**config.mk**
```make
export PLATFORM = sky130hd
export DESIGN_NAME = block_pattern_search
export DESIGN_NICKNAME = d
export VERILOG_FILES = /design/src/hw/rtl/bps_pkg.sv /design/src/hw/rtl/bps_cfg.sv /design/src/hw/rtl/bps_window.sv /design/src/hw/rtl/bps_match.sv /design/src/hw/rtl/block_pattern_search.sv
export SDC_FILE = /design/constraint.sdc
export NUM_CORES = 2
export LEC_CHECK = 0
export ABC_CLOCK_PERIOD_IN_PS = 8350
export BUFFER_PORTS_ARGS = -buffer_cell sky130_fd_sc_hd__buf_4
export CAP_MARGIN = 20
export CORE_ASPECT_RATIO = 0.6
export CORE_MARGIN = 2
export CORE_UTILIZATION = 35
export CTS_BUF_LIST = sky130_fd_sc_hd__clkbuf_16
export DETAILED_ROUTE_END_ITERATION = 7
export GPL_ROUTABILITY_DRIVEN = 0
export PLACE_DENSITY = 0.52
export SKIP_CTS_REPAIR_TIMING = 1
export SLEW_MARGIN = 40
export SYNTH_ARGS = -nofsm -noshare
export SYNTH_HDL_FRONTEND = slang
export SYNTH_HIERARCHICAL = 1
export SYNTH_SLANG_ARGS = --single-unit
```
**constraint.sdc**
```tcl
create_clock -name clk -period 8.35 [get_ports clk]
set_clock_uncertainty 0.15 [all_clocks]
set_input_delay 0.835 -clock clk [delete_from_list [all_inputs] [get_ports clk]]
set_output_delay 0.835 -clock clk [all_outputs]
set_load 0.03 [all_outputs]
```
**src/hw/rtl/bps_pkg.sv**
```systemverilog
// Shared constants and types for the block pattern search.
package bps_pkg;

	localparam int MAX_PAT = 16;
	localparam int LEN_W = $clog2(MAX_PAT + 1);
	localparam int IDX_W = $clog2(MAX_PAT);
	localparam int OFS_W = 48;
	localparam int OIB_W = 20;
	localparam int SHIFT_W = 5;
	localparam int MAX_SHIFT = 20;
	localparam int SHIFT_RESET = 9;
	localparam int CFG_DATA_W = 64;
	localparam int REG_IDX_W = 3;

	typedef enum logic [REG_IDX_W-1:0] {
		REG_START_OFFSET   = 3'd0,
		REG_END_OFFSET     = 3'd1,
		REG_PATTERN_LENGTH = 3'd2,
		REG_PATTERN_LOW    = 3'd3,
		REG_PATTERN_HIGH   = 3'd4,
		REG_BLOCK_SHIFT    = 3'd5
	} reg_idx_t;

	typedef logic [MAX_PAT-1:0][7:0] bytes_t;

	// Configuration as seen by the datapath, length and shift already clamped.
	typedef struct packed {
		logic [OFS_W-1:0]   start_offset;
		logic [OFS_W-1:0]   end_offset;
		logic [LEN_W-1:0]   pat_len;
		bytes_t             pattern;
		logic [SHIFT_W-1:0] block_shift;
	} cfg_t;

	// Contents of the input stage: window including the current byte.
	typedef struct packed {
		bytes_t           win;
		logic [LEN_W-1:0] cnt;
		logic [OFS_W-1:0] cur;
		logic             first;
	} s1_t;

endpackage

```
**src/hw/rtl/bps_cfg.sv**
```systemverilog
// Configuration registers of the block pattern search.
module bps_cfg (
	input  logic                           clk,
	input  logic                           arst_n,
	input  logic                           wr_en,
	input  logic [bps_pkg::REG_IDX_W-1:0]  wr_index,
	input  logic [bps_pkg::CFG_DATA_W-1:0] wr_data,
	output bps_pkg::cfg_t                  cfg
);
	import bps_pkg::*;

	logic [OFS_W-1:0]   start_q;
	logic [OFS_W-1:0]   end_q;
	logic [LEN_W-1:0]   len_q;
	logic [63:0]        pat_lo_q;
	logic [63:0]        pat_hi_q;
	logic [SHIFT_W-1:0] shift_q;
	logic [4:0]         wr_len;
	logic [4:0]         wr_shift;
	logic [LEN_W-1:0]   len_clamped;
	logic [SHIFT_W-1:0] shift_clamped;

	always_comb begin
		wr_len = wr_data[4:0];
		wr_shift = wr_data[4:0];
		if (wr_len == 5'd0) begin
			len_clamped = LEN_W'(1);
		end else if (32'(wr_len) > MAX_PAT) begin
			len_clamped = LEN_W'(MAX_PAT);
		end else begin
			len_clamped = LEN_W'(wr_len);
		end
		if (32'(wr_shift) > MAX_SHIFT) begin
			shift_clamped = SHIFT_W'(MAX_SHIFT);
		end else begin
			shift_clamped = SHIFT_W'(wr_shift);
		end
	end

	always_ff @(posedge clk or negedge arst_n) begin
		if (!arst_n) begin
			start_q  <= '0;
			end_q    <= '0;
			len_q    <= LEN_W'(1);
			pat_lo_q <= '0;
			pat_hi_q <= '0;
			shift_q  <= SHIFT_W'(SHIFT_RESET);
		end else if (wr_en) begin
			case (reg_idx_t'(wr_index))
				REG_START_OFFSET:   start_q  <= wr_data[OFS_W-1:0];
				REG_END_OFFSET:     end_q    <= wr_data[OFS_W-1:0];
				REG_PATTERN_LENGTH: len_q    <= len_clamped;
				REG_PATTERN_LOW:    pat_lo_q <= wr_data;
				REG_PATTERN_HIGH:   pat_hi_q <= wr_data;
				REG_BLOCK_SHIFT:    shift_q  <= shift_clamped;
				default:            ;
			endcase
		end
	end

	always_comb begin
		cfg.start_offset = start_q;
		cfg.end_offset   = end_q;
		cfg.pat_len      = len_q;
		cfg.pattern      = {pat_hi_q, pat_lo_q};
		cfg.block_shift  = shift_q;
	end

endmodule

```
**src/hw/rtl/bps_window.sv**
```systemverilog
// Input stage: byte window, fill count and stream position.
module bps_window (
	input  logic                 clk,
	input  logic                 arst_n,
	input  bps_pkg::cfg_t        cfg,
	input  logic                 accept,
	input  logic [7:0]           data_byte,
	input  logic                 first_byte,
	input  logic                 advance,
	output logic                 valid_s1,
	output bps_pkg::s1_t         s1
);
	import bps_pkg::*;

	bytes_t           win_s1;
	logic [LEN_W-1:0] cnt_s1;
	logic [OFS_W-1:0] cur_s1;
	logic             first_s1;
	logic [OFS_W-1:0] pos_q;
	logic [OFS_W-1:0] cur;
	logic [LEN_W-1:0] cnt_next;

	always_comb begin
		cur = first_byte ? cfg.start_offset : pos_q;
		if (first_byte) begin
			cnt_next = LEN_W'(1);
		end else if (cnt_s1 == LEN_W'(MAX_PAT)) begin
			cnt_next = cnt_s1;
		end else begin
			cnt_next = cnt_s1 + LEN_W'(1);
		end
	end

	// Stale bytes left in the window after a restart are never compared,
	// since the fill count gates the match.
	always_ff @(posedge clk) begin
		if (accept) begin
			for (int j = 0; j < MAX_PAT - 1; j++) begin
				win_s1[j] <= win_s1[j+1];
			end
			win_s1[MAX_PAT-1] <= data_byte;
			cur_s1 <= cur;
			first_s1 <= first_byte;
		end
	end

	always_ff @(posedge clk or negedge arst_n) begin
		if (!arst_n) begin
			valid_s1 <= 1'b0;
			cnt_s1   <= '0;
			pos_q    <= '0;
		end else begin
			if (accept) begin
				valid_s1 <= 1'b1;
				cnt_s1   <= cnt_next;
				pos_q    <= cur + OFS_W'(1);
			end else if (advance) begin
				valid_s1 <= 1'b0;
			end
		end
	end

	always_comb begin
		s1.win   = win_s1;
		s1.cnt   = cnt_s1;
		s1.cur   = cur_s1;
		s1.first = first_s1;
	end

endmodule

```
**src/hw/rtl/bps_match.sv**
```systemverilog
// Window compare, range checks, match bookkeeping and the result register.
module bps_match (
	input  logic                    clk,
	input  logic                    arst_n,
	input  bps_pkg::cfg_t           cfg,
	input  logic                    valid_s1,
	input  bps_pkg::s1_t            s1,
	input  logic                    out_stall,
	output logic                    advance,
	output logic                    out_valid,
	output logic [bps_pkg::OFS_W-1:0] block_offset,
	output logic [bps_pkg::OIB_W-1:0] offset_in_block,
	output logic                    new_block
);
	import bps_pkg::*;

	logic [OFS_W-1:0]              earliest_q;
	logic [OFS_W-1:0]              last_block_q;
	logic                          block_seen_q;
	logic                          out_valid_q;
	logic [OFS_W-1:0]              block_offset_q;
	logic [OIB_W-1:0]              offset_in_block_q;
	logic                          new_block_q;

	logic [MAX_PAT-1:0][LEN_W:0]   lane_sum;
	logic [MAX_PAT-1:0][IDX_W-1:0] lane_idx;
	logic [MAX_PAT-1:0]            lane_ok;
	logic [OFS_W:0]                end_excl;
	logic [OFS_W:0]                len_w;
	logic [OFS_W:0]                start_w;
	logic [OFS_W-1:0]              start;
	logic [OFS_W-1:0]              earliest_eff;
	logic                          seen_eff;
	logic                          range_ok;
	logic                          start_ok;
	logic                          hit;
	logic [OFS_W-1:0]              blk_mask;
	logic [OFS_W-1:0]              blk;

	assign advance = valid_s1 && (!out_valid_q || !out_stall);

	always_comb begin
		// Window lane j holds pattern byte j + len - MAX_PAT when that is not negative.
		for (int j = 0; j < MAX_PAT; j++) begin
			lane_sum[j] = (LEN_W+1)'(j) + (LEN_W+1)'(cfg.pat_len);
			lane_idx[j] = IDX_W'(lane_sum[j] - (LEN_W+1)'(MAX_PAT));
			lane_ok[j] = (lane_sum[j] < (LEN_W+1)'(MAX_PAT)) ||
				(s1.win[j] == cfg.pattern[lane_idx[j]]);
		end

		end_excl = {1'b0, s1.cur} + (OFS_W+1)'(1);
		len_w = (OFS_W+1)'(cfg.pat_len);
		start_w = end_excl - len_w;
		start = start_w[OFS_W-1:0];
		earliest_eff = s1.first ? cfg.start_offset : earliest_q;
		seen_eff = !s1.first && block_seen_q;

		range_ok = (s1.cnt >= cfg.pat_len) && (end_excl >= len_w) &&
			(end_excl <= {1'b0, cfg.end_offset});
		start_ok = (start >= earliest_eff) && (start >= cfg.start_offset);
		hit = range_ok && start_ok && (&lane_ok);

		blk_mask = {OFS_W{1'b1}} << cfg.block_shift;
		blk = start & blk_mask;
	end

	always_ff @(posedge clk or negedge arst_n) begin
		if (!arst_n) begin
			earliest_q   <= '0;
			last_block_q <= '0;
			block_seen_q <= 1'b0;
			out_valid_q  <= 1'b0;
		end else begin
			if (advance) begin
				out_valid_q <= hit;
				if (s1.first) begin
					earliest_q   <= cfg.start_offset;
					block_seen_q <= 1'b0;
				end
				if (hit) begin
					// The next match may start right after this one ends.
					earliest_q   <= end_excl[OFS_W-1:0];
					last_block_q <= blk;
					block_seen_q <= 1'b1;
				end
			end else if (!out_stall) begin
				out_valid_q <= 1'b0;
			end
		end
	end

	always_ff @(posedge clk) begin
		if (advance && hit) begin
			block_offset_q    <= blk;
			offset_in_block_q <= start[OIB_W-1:0] & ~blk_mask[OIB_W-1:0];
			new_block_q       <= !seen_eff || (blk != last_block_q);
		end
	end

	assign out_valid       = out_valid_q;
	assign block_offset    = block_offset_q;
	assign offset_in_block = offset_in_block_q;
	assign new_block       = new_block_q;

endmodule

```
**src/hw/rtl/block_pattern_search.sv**
```systemverilog
// Top level of the block pattern search: byte stream in, match offsets out.
//
//   channel  direction  handshake            payload
//   in       to block   in_valid / in_stall  data_byte, first_byte
//   out      from block out_valid / out_stall block_offset, offset_in_block, new_block
//   config   to block   wr_en                wr_index, wr_data
//
// One byte is taken per cycle while in_stall is low; the last byte of a match waits in the input
// register until the result register is free, and the match then leaves from the result register.
// The byte passes through the input register, then the parallel window compare and the
// offset checks, which are combinational, fill the result register.
// Reset clears the position, fill count, match history and both valid flags.
// A held result stalls the input stage only when that stage also holds a byte.
module block_pattern_search (
	input  logic                           clk,
	input  logic                           arst_n,
	input  logic                           wr_en,
	input  logic [bps_pkg::REG_IDX_W-1:0]  wr_index,
	input  logic [bps_pkg::CFG_DATA_W-1:0] wr_data,
	input  logic                           in_valid,
	output logic                           in_stall,
	input  logic [7:0]                     data_byte,
	input  logic                           first_byte,
	output logic                           out_valid,
	input  logic                           out_stall,
	output logic [bps_pkg::OFS_W-1:0]      block_offset,
	output logic [bps_pkg::OIB_W-1:0]      offset_in_block,
	output logic                           new_block
);
	import bps_pkg::*;

	cfg_t cfg;
	s1_t  s1;
	logic valid_s1;
	logic advance;
	logic accept;

	assign in_stall = valid_s1 && !advance;
	assign accept = in_valid && !in_stall;

	bps_cfg u_cfg (
		.clk      (clk),
		.arst_n   (arst_n),
		.wr_en    (wr_en),
		.wr_index (wr_index),
		.wr_data  (wr_data),
		.cfg      (cfg)
	);

	bps_window u_window (
		.clk        (clk),
		.arst_n     (arst_n),
		.cfg        (cfg),
		.accept     (accept),
		.data_byte  (data_byte),
		.first_byte (first_byte),
		.advance    (advance),
		.valid_s1   (valid_s1),
		.s1         (s1)
	);

	bps_match u_match (
		.clk             (clk),
		.arst_n          (arst_n),
		.cfg             (cfg),
		.valid_s1        (valid_s1),
		.s1              (s1),
		.out_stall       (out_stall),
		.advance         (advance),
		.out_valid       (out_valid),
		.block_offset    (block_offset),
		.offset_in_block (offset_in_block),
		.new_block       (new_block)
	);

	// An accepted request always lands in the input stage.
	a_accept_fills: assert property (@(posedge clk) disable iff (!arst_n)
		accept |=> valid_s1)
		else $error("accepted byte did not reach the input stage");

	// A byte that cannot move on keeps its position.
	a_s1_holds: assert property (@(posedge clk) disable iff (!arst_n)
		valid_s1 && !advance |=> valid_s1 && $stable(s1.cur))
		else $error("stalled input stage lost or changed its byte");

	// A taken result with nothing processed behind it leaves the output empty.
	a_out_drains: assert property (@(posedge clk) disable iff (!arst_n)
		out_valid && !out_stall && !advance |=> !out_valid)
		else $error("result repeated after it was taken");

endmodule
```
==> impl_metrics.csv <==
group,metric,value,unit
floorplanning,die_w,463,um
worst_setup_path,startpoint_type,"register",
clock_tree,cts_max_level,3,
placement,port-buffer-count,151,
global_routing,grt_use_total,25.4,%
synth,synthDistinctLibCells,110,
worst_hold_path,hold_class,"in2async",
drt,wl_per_cell,29.0,um
final_layout,multi_input_area,25700,um^2
floorplanning,std_cell_rows,100,
clock_tree,cts_inserted_buffers,67,
sta,relSlewSlack,29.9,%
drt,via_per_inst,6.08,
synth,yosys_warnings,6,
floorplanning,ios,152,
global_routing,antenna_found_initial,13,
clock_tree,clk_latency,0.67,ns
final_layout,layout_commonest_cell,"dfrtp_1",
sta,period_minus_slack,8.07,ns
synth,yosysSeqAreaShare,38.6,%
synth,synth_ff_type,"dfrtp_1",
power_and_ir_drop,ir_drop,0.167,mV
worst_setup_path,arrival,8.46,ns
power_and_ir_drop,power_leakage,0.0197,uW
placement,pre_cts_ws,0.129,ns
synth,ys_ff_latch,632,
power_and_ir_drop,power,16100,uW
global_routing,grt_max_degree,147,
final_layout,seqCellArea,17100,um^2
global_routing,grt_pass1_vias,31900,
sta,finalSetupTns,0,ns
sta,grt_setup_unrepaired,"false",
clock_tree,cts_max_path_buffers,3,
sta,fmax,124,MHz
worst_setup_path,end_kind,"register",
sta,finalHoldViolations,0,
placement,post-dp-hpwl,130000,um
synth,syn_avg_cell_area,11.2,um^2
floorplanning,die-area,129000,um^2
clock_tree,root_buffer,"clkbuf_16",
synth,async_flop_share,61.1,%
sta,timing.final.ws_setup,0.279,ns
final_layout,layout_common_cells,"dfrtp_1 (381), mux2_2 (302), nand2_1 (256)",
global_routing,grt_pass1_wl,238000,um
worst_setup_path,crit_chain,"nand3_1, nor4_2, o2111ai_1, a311oi_2, nand2_2, or4_1, or3_1, xnor2_1, ha_1, o211ai_1, o21ai_0, nor2_1, nor4_1, nand2_1, or4_2, nor2_8, buf_12, mux2_2",
worst_setup_path,crit_fanout,49,
power_and_ir_drop,power-per-cell-area,323,nW/um^2
clock_tree,cts_tree,"done",
sta,worst_pin_slew,1.04,ns
synth,syn_inst,3944,
final_layout,nFillCells,12100,
sta,fin_crit_sh,96.7,%
final_layout,area_growth,12.7,%
final_layout,nNetsFinal,4293,
drt,ant_nets,0,
floorplanning,die_height,279,um
floorplanning,core_area,125000,um^2
synth,syn_area,44200,um^2
floorplanning,start_util,35.5,%
worst_setup_path,crit_slowest_cell,"nor4_2",
worst_setup_path,slowest_delay,0.89,ns
synth,synth_fp_nets,4190,
clock_tree,cts.sinks,632,
drt,drc,0,
global_routing,gr-total-overflow,0,
sta,drv_slew,0,
worst_setup_path,critical_path_class,"reg2reg",
run,drv_cap,0,
drt,drt_iter0_drc,5016,
sta,setup_violations,0,
worst_setup_path,critPathRequiredTime,8.74,ns
status,status,"completed",
drt,drtPass1Iterations,7,
clock_tree,clkTransAtPathRegs,0.07,ns
synth,synth-edff-count,246,
drt,vias,35200,
drt,drt-total-wl,168000,um
final_layout,drive_gt1_share,23.0,%
[flip-flops by register name, indices dropped and copies added (netlist names), 5 cells and up]
name and flops:
u_cfg/pat_lo_q 64, u_window/s1 128, u_cfg/len_q 5, u_match/earliest_q 48, u_cfg/shift_q 5, u_window/cur_s1 48
u_cfg/pat_hi_q 64, u_match/block_offset 48, u_match/offset_in_block 20, u_window/pos_q 48, u_match/last_block_q 48, u_cfg/end_q 48
u_cfg/start_q 48, u_window/cnt_s1 5
[cell type report]
| cell class | instances | share of cell area, % |
|---|---|---|
| clock inverters | 46 | 0.784 |
| clock buffers | 74 | 3.72 |
| repair buffers | 248 | 4.10 |
| flip-flops and latches | 632 | 34.3 |
| inverters | 168 | 1.27 |
| diodes | 5 | 0.0251 |
| well taps | 1683 | 4.23 |
| multi-input cells | 2930 | 51.6 |
[per-layer routing]
| layer | vias to the layer above | track usage (%) | routed length (um) |
|---|---|---|---|
| li1 | 15100 | - | - |
| met1 | 17900 | 41.0 | 81400 |
| met2 | 1965 | 29.1 | 57700 |
| met3 | 171 | 11.7 | 25600 |
| met4 | 8 | 4.80 | 2960 |
| met5 | - | 0 | 47 |
[worst paths after layout]
kind / from / endpoint / slack (ns) / depth (start not counted)
min in group clk: data_byte[4] / u_window/s1[178] / 0.19 / 1
max in group asynchronous: arst_n / u_cfg/len_q[1] / 6.59 / 3
worst min register to register: u_window/s1[147] / u_window/s1[139] / 0.31 / 0
worst max-delay path: u_window/cur_s1[20] / u_match/last_block_q[3] / 0.28 / 18
worst max register to register: u_window/cur_s1[20] / u_match/last_block_q[3] / 0.28 / 18
worst min-delay path: arst_n / u_cfg/pat_lo_q[27] / 0.004 / 1
[metrics by stage]
step / area (um^2) / hold WS, ns / utilization [%] / std cells
global placement: 47100 / 0.299 / 37.8 / 5650
detailed placement: 47400 / 0.304 / 38.0 / 5656
finish: 49800 / 0.00369 / 39.9 / 5786
global route: 49800 / 0.0444 / 39.9 / 5782
floorplan: 44200 / 0.291 / - / 3944
CTS: 49600 / 0.0130 / 39.8 / 5776
[cell families (layout without fill, tap and decap cells)]
logic type	Yosys count	count (layout)	share of synthesized area [%]
simple gates	1094	1094	13.7
mux	764	764	23.4
flops	632	632	38.6
compound gates	577	577	8.75
buf+inv	382	536	4.02
xor+xnor	330	330	6.87
fa+ha+maj	165	165	4.69
other cells	0	5	0
[power by group]
group	switching [uW]	internal [uW]	total [uW]	leakage, uW
clock network	1380	1810	3190	0.00113
logic	4760	3100	7860	0.0115
registers	924	4130	5050	0.00707
[synthesized netlist by cell type (13+ instances only)]
library cell,number,area [um^2]
nor3_1,64,320
dfrtp_1,383,9580
mux4_2,175,3940
a22oi_1,15,113
a21oi_1,129,646
mux2_1,34,383
nor2_1,113,424
o2111ai_1,14,123
and2_1,25,156
nor2b_1,81,507
mux2i_1,243,2430
buf_2,75,375
a21o_1,39,293
nand3_1,140,701
a211oi_1,22,165
xor2_1,134,1170
buf_1,13,48.8
nand2_1,256,961
nand3b_1,27,203
and4_1,26,228
nand2b_1,17,106
inv_1,164,616
xnor2_1,185,1620
buf_4,25,188
ha_1,164,2050
o21a_1,16,120
buf_6,13,146
o211ai_1,46,345
or2_2,16,100
mux2_2,302,3400
o21ai_0,131,656
a31oi_1,26,163
or3_1,43,269
nand4_1,79,494
clkbuf_1,82,308
and3_1,82,513
edfxtp_1,246,7390
nor4_1,51,319
o31ai_1,14,105
[critical path: cells and delay by family (launching register included)]
kind	cells	cell delay, ns
AND/OR/NAND/NOR	10	4.28
AO/OA/AOI/OAI	4	1.50
flip-flops	1	0.55
XOR/XNOR	1	0.46
multiplexers	1	0.38
buffers and inverters	1	0.29
adder cells (fa/ha/maj)	1	0.27
(Power assumes the default switching activity.)
